--- src/hdl/esc_pkg.sv ---
// Package for the environmental sensor compensation block.
// Holds register indexes, field widths, the pipeline sideband type and helpers.
// Used by every module under hdl; it depends on nothing else.
package esc_pkg;

    localparam int unsigned RegCount  = 6;
    localparam int unsigned AddrWidth = 6;
    localparam int unsigned DivSteps  = 64;

    typedef enum logic [2:0] {
        REG_TEMP_TRIM    = 3'd0,
        REG_PRESS_TRIM_A = 3'd1,
        REG_PRESS_TRIM_B = 3'd2,
        REG_PRESS_TRIM_C = 3'd3,
        REG_HUM_TRIM_A   = 3'd4,
        REG_HUM_TRIM_B   = 3'd5
    } t_reg_idx;

    typedef struct packed {
        logic [47:0] temp;
        logic [47:0] press_a;
        logic [47:0] press_b;
        logic [47:0] press_c;
        logic [31:0] hum_a;
        logic [31:0] hum_b;
    } t_trim;

    // Result of the non-divider part, carried alongside the divider.
    typedef struct packed {
        logic signed [31:0] temp;
        logic signed [31:0] fine;
        logic [16:0]        hum;
        logic               zero_div;
    } t_side;

    function automatic logic [31:0] asr32(input logic [31:0] x, input int unsigned s);
        logic signed [31:0] t;
        t = signed'(x);
        return 32'(t >>> s);
    endfunction

    function automatic logic [63:0] asr64(input logic [63:0] x, input int unsigned s);
        logic signed [63:0] t;
        t = signed'(x);
        return 64'(t >>> s);
    endfunction

endpackage

--- src/hdl/esc_regs.sv ---
// APB-style register file holding the calibration trim words.
// Depends on esc_pkg.
module esc_regs (
    input  logic                          i_clk,
    input  logic                          i_rst_n,
    input  logic                          psel,
    input  logic                          penable,
    input  logic                          pwrite,
    input  logic [esc_pkg::AddrWidth-1:0] paddr,
    input  logic [63:0]                   pwdata,
    output logic [63:0]                   prdata,
    output logic                          pready,
    output esc_pkg::t_trim                o_trim
);
    import esc_pkg::*;

    t_trim    r_trim;
    t_reg_idx w_idx;
    logic     w_wr;

    assign w_idx  = t_reg_idx'(paddr[AddrWidth-1:3]);
    assign w_wr   = psel && penable && pwrite;
    assign pready = 1'b1;
    assign o_trim = r_trim;

    always_ff @(posedge i_clk) begin
        if (!i_rst_n) begin
            r_trim <= '0;
        end else if (w_wr) begin
            case (w_idx)
                REG_TEMP_TRIM:    r_trim.temp    <= pwdata[47:0];
                REG_PRESS_TRIM_A: r_trim.press_a <= pwdata[47:0];
                REG_PRESS_TRIM_B: r_trim.press_b <= pwdata[47:0];
                REG_PRESS_TRIM_C: r_trim.press_c <= pwdata[47:0];
                REG_HUM_TRIM_A:   r_trim.hum_a   <= pwdata[31:0];
                REG_HUM_TRIM_B:   r_trim.hum_b   <= pwdata[31:0];
                default: ;
            endcase
        end
    end

    always_comb begin
        case (w_idx)
            REG_TEMP_TRIM:    prdata = {16'd0, r_trim.temp};
            REG_PRESS_TRIM_A: prdata = {16'd0, r_trim.press_a};
            REG_PRESS_TRIM_B: prdata = {16'd0, r_trim.press_b};
            REG_PRESS_TRIM_C: prdata = {16'd0, r_trim.press_c};
            REG_HUM_TRIM_A:   prdata = {32'd0, r_trim.hum_a};
            REG_HUM_TRIM_B:   prdata = {32'd0, r_trim.hum_b};
            default:          prdata = '0;
        endcase
    end
endmodule

--- config.mk ---
export PLATFORM = sky130hd
export DESIGN_NAME = esc_regs
export DESIGN_NICKNAME = d
export VERILOG_FILES = /design/src/hdl/esc_pkg.sv /design/src/hdl/esc_regs.sv
export SDC_FILE = /design/constraint.sdc
export NUM_CORES = 1
export LEC_CHECK = 0
export BUFFER_PORTS_ARGS = -buffer_cell sky130_fd_sc_hd__buf_2
export CELL_PAD_IN_SITES_DETAIL_PLACEMENT = 1
export CELL_PAD_IN_SITES_GLOBAL_PLACEMENT = 2
export CORE_MARGIN = 2
export CORE_UTILIZATION = 31
export CTS_BUF_LIST = sky130_fd_sc_hd__clkbuf_4
export CTS_CLUSTER_SIZE = 30
export DETAILED_ROUTE_END_ITERATION = 6
export PLACE_DENSITY_LB_ADDON = 0.3
export SYNTH_ARGS = -nofsm -noshare
export SYNTH_HDL_FRONTEND = slang
export SYNTH_SLANG_ARGS = --single-unit
--- constraint.sdc ---
create_clock -name i_clk -period 1.3 [get_ports i_clk]
set_input_delay 0 -clock i_clk [delete_from_list [all_inputs] [get_ports i_clk]]
set_output_delay 0 -clock i_clk [all_outputs]
set_load 0.02 [all_outputs]
==> results.yml <==
placed_design:
  numPortBuffers: 359
  gp_congestion: 0.754
  post_dp_cell_area_um2: 14400
  dp_hpwl_um: 31400
worst_setup_path:
  worstRegToRegCells: 4
  worstPathRequired_ns: 1.30
  crit_fanout: 3
  rrSetupSlack_ns: 0.03
  cp_data_arrival_time_ns: 1.86
  worstSetupPathType: "reg2out"
  endpoint_kind: "output port"
  cp_cell_sequence: "mux4_2 -> nor2b_1 -> buf_4"
  r2r-end: "o_trim[202]"
  worst_path_largest_cell_delay_ns: 0.46
  critical_path_buf_inv_count: 1
  cp_num_cells: 3
  critPathTopFamily: "multiplexers"
  reg2reg_from: "o_trim[202]"
  slowest_stage: "mux4_2"
  critPathLaunchType: "register"
timing:
  rsz0062_at_grt: "true"
  setup_viol: 65
  worst_slack_ns: -0.562
  worst_hold_slack_ns: -0.00747
  finClkSkew_ns: 0
  finalMaxSlewViolations: 0
  finalHoldViolCount: 3
  min_period_over_period_pct: 143
  fmax_mhz: 537
  tns_ns: -23.89
  period_minus_slack_ns: 1.86
power:
  ir_drop_mv: 0.482
  power_frac_clock_pct: 44.9
  p_sw_share_pct: 27.2
  switching_power_uw: 4800
  intPower_uw: 12800
  total_power_uw: 17600
  powerDensity_nw_per_um2: 909
  pwr-share-seq_pct: 44.8
  comb_power_share_pct: 10.2
  leakage_uw: 0.00806
floorplan:
  core_um2: 36500
  start_util_pct: 31.4
  die_y_um: 196
  die_area_um2: 38500
  rows: 70
  die_w_um: 196
  boundaryPins: 396
clock_network:
  root_buffer: "clkbuf_4"
  clkLatencyLatePin_ns: 0.71
  cts_made_buffers: 74
  htreeDepth: 3
  cts.path.max_buffers: 3
  clk_pin_slew_worst_paths_ns: 0.07
  cts_tree: "done"
  clock-sinks: 256
drt:
  wl_um: 49300
  post_drt_wl_per_cell_um: 21.7
  viasPerCell: 4.90
  drt_iter0_markers: 369
  dr.pass1.iters: 4
  num_vias: 11100
  drc: 0
  final_antenna_net_count: 0
status:
  status: "finished, violations left"
  violations: "negative hold slack, negative setup slack"
layout:
  drive_above_1_share_pct: 60.2
  largest_reg_flops: 256
  final_area_um2: 19400
  area_growth_pct: 69.3
  nets: 1823
logic_synthesis:
  avgSynthCellArea_um2: 10.1
  synth_area_um2: 11500
  synth.area.top_cells: "dfxtp_1 (45%), mux2i_1 (23%), nand2_1 (10%)"
  synth_top_area_share_pct: 44.7
  yosysWarningCount: 0
  yosysSeqAreaShare_pct: 44.7
  synth_area_leader_cell: "dfxtp_1"
  synth_cell_types: 29
  synthCells: 1134
  ys_ff_latch: 256
run:
  maxCapViolCount: 0
global_routing:
  globalRoute.totalOverflow: 0
  grt_pass1_vias: 12200
  grt_pass1_wl_um: 72800
  grt_max_degree: 32
  gr-usage-all-layers_pct: 24.5
  grt_antenna_before_repair: 1
worst_hold_path:
  hold_end: "o_trim[185]"
  hp-start: "penable"
  hold_path_class: "in2reg"
  min_path_cells: 6
## layer usage
metal,up-vias,track usage [%],share of wire [%]
li1,5180,-,-
met1,5480,28.9,42
met2,377,43.0,50
met3,73,6.70,6.2
met4,0,8.08,2.5
met5,-,0,0
## per-stage QoR
| step | setup WS, ns | std cells | utilization (%) |
|---|---|---|---|
| 2_1_floorplan | 0.0671 | 1149 | - |
| 5_1_grt | -0.640 | 2269 | 53.1 |
| 3_5_place_dp | -0.130 | 1967 | 39.4 |
| 6_report | -0.562 | 2269 | 53.1 |
| 4_1_cts | -0.632 | 2218 | 50.3 |
| 3_3_place_gp | -0.127 | 1967 | 39.4 |
## area by class of cell
| type | count | area, um2 |
|---|---|---|
| Multi-Input combinational cell | 783 | 6220 |
| Inverter | 1 | 3.75 |
| Sequential cell | 256 | 5510 |
| Fill cell | 3942 | 17100 |
| Clock buffer | 102 | 766 |
| Tap cell | 468 | 586 |
| Clock inverter | 25 | 178 |
| Antenna cell | 2 | 5.00 |
| Timing Repair Buffer | 632 | 6130 |
## power by group through the flow
stage | Sequential [uW] | Combinational [uW] | Clock, uW
after floorplan | 8180 | 740 | 0
after global routing | 7910 | 1920 | 8630
after global placement | 8120 | 1430 | 0
final | 7910 | 1800 | 7920
after CTS | 7950 | 1720 | 8120
after detailed placement | 8130 | 1450 | 0
## tightest hold or removal path: stages
cell      delay (ns)
buf_2           0.12
nand4b_4        0.09
buf_12          0.12
nor2_4          0.06
buf_12          0.16
mux2i_1         0.11
## logic make-up after synthesis
kind of cell	count (synthesis)	synth area share [%]
simple gates	336	11.9
flops	256	44.7
mux	336	31.8
buf+inv	110	5.60
compound gates	94	5.89
other cells	2	0.0655
## synth_stat cells
master and n:
a21oi_1 16, nand2_1 305, buf_2 27, clkbuf_1 36, nand4_1 1, nor2_2 2, buf_4 26, a32oi_1 15
nor2b_1 19, mux2i_1 261, nor3_2 2, buf_1 7, a22oi_1 26, nor2_1 2, mux2_2 58, nand2b_1 1
buf_6 13, and2_1 1, nor3_4 1, conb_1 2, a22o_1 1, dfxtp_1 256, inv_2 1, mux4_2 17
o21ai_0 15, a2bb2oi_1 5, and2b_1 1, nand4b_2 1, a221oi_1 16
## cells in the final DEF (no fill, tap or decap), drive strengths merged, types with 4 or more instances in the layout
cell / count
buf: 575
a32oi: 15
mux2i: 261
nor2: 4
clkbuf: 103
mux2: 58
clkinv: 20
dlygate4sd3: 54
conb: 17
dfxtp: 256
a2bb2oi: 5
mux4: 17
a21oi: 16
nand2: 305
a22oi: 26
a221oi: 16
nor2b: 19
o21ai: 15
## worst max path at each step
stage	startpoint	to	slack, ns
floorplan	paddr[4]	prdata[15]	0.07
global placement	paddr[3]	prdata[23]	-0.13
detailed placement	paddr[4]	o_trim[120]	-0.13
CTS	o_trim[26]	prdata[26]	-0.63
global route	o_trim[107]	prdata[43]	-0.64
finish	o_trim[107]	prdata[43]	-0.56
## timing repair
action                     in CTS  in global routing
hold endpoints to repair      256                201
setup endpoints to repair     304                206
gates resized for setup       769                211
buffers inserted               63                 85
gates cloned                    0                  1
pin swaps                      20                 10
hold buffers                   62                  4
No activity file was read; power rests on OpenSTA's default activity.
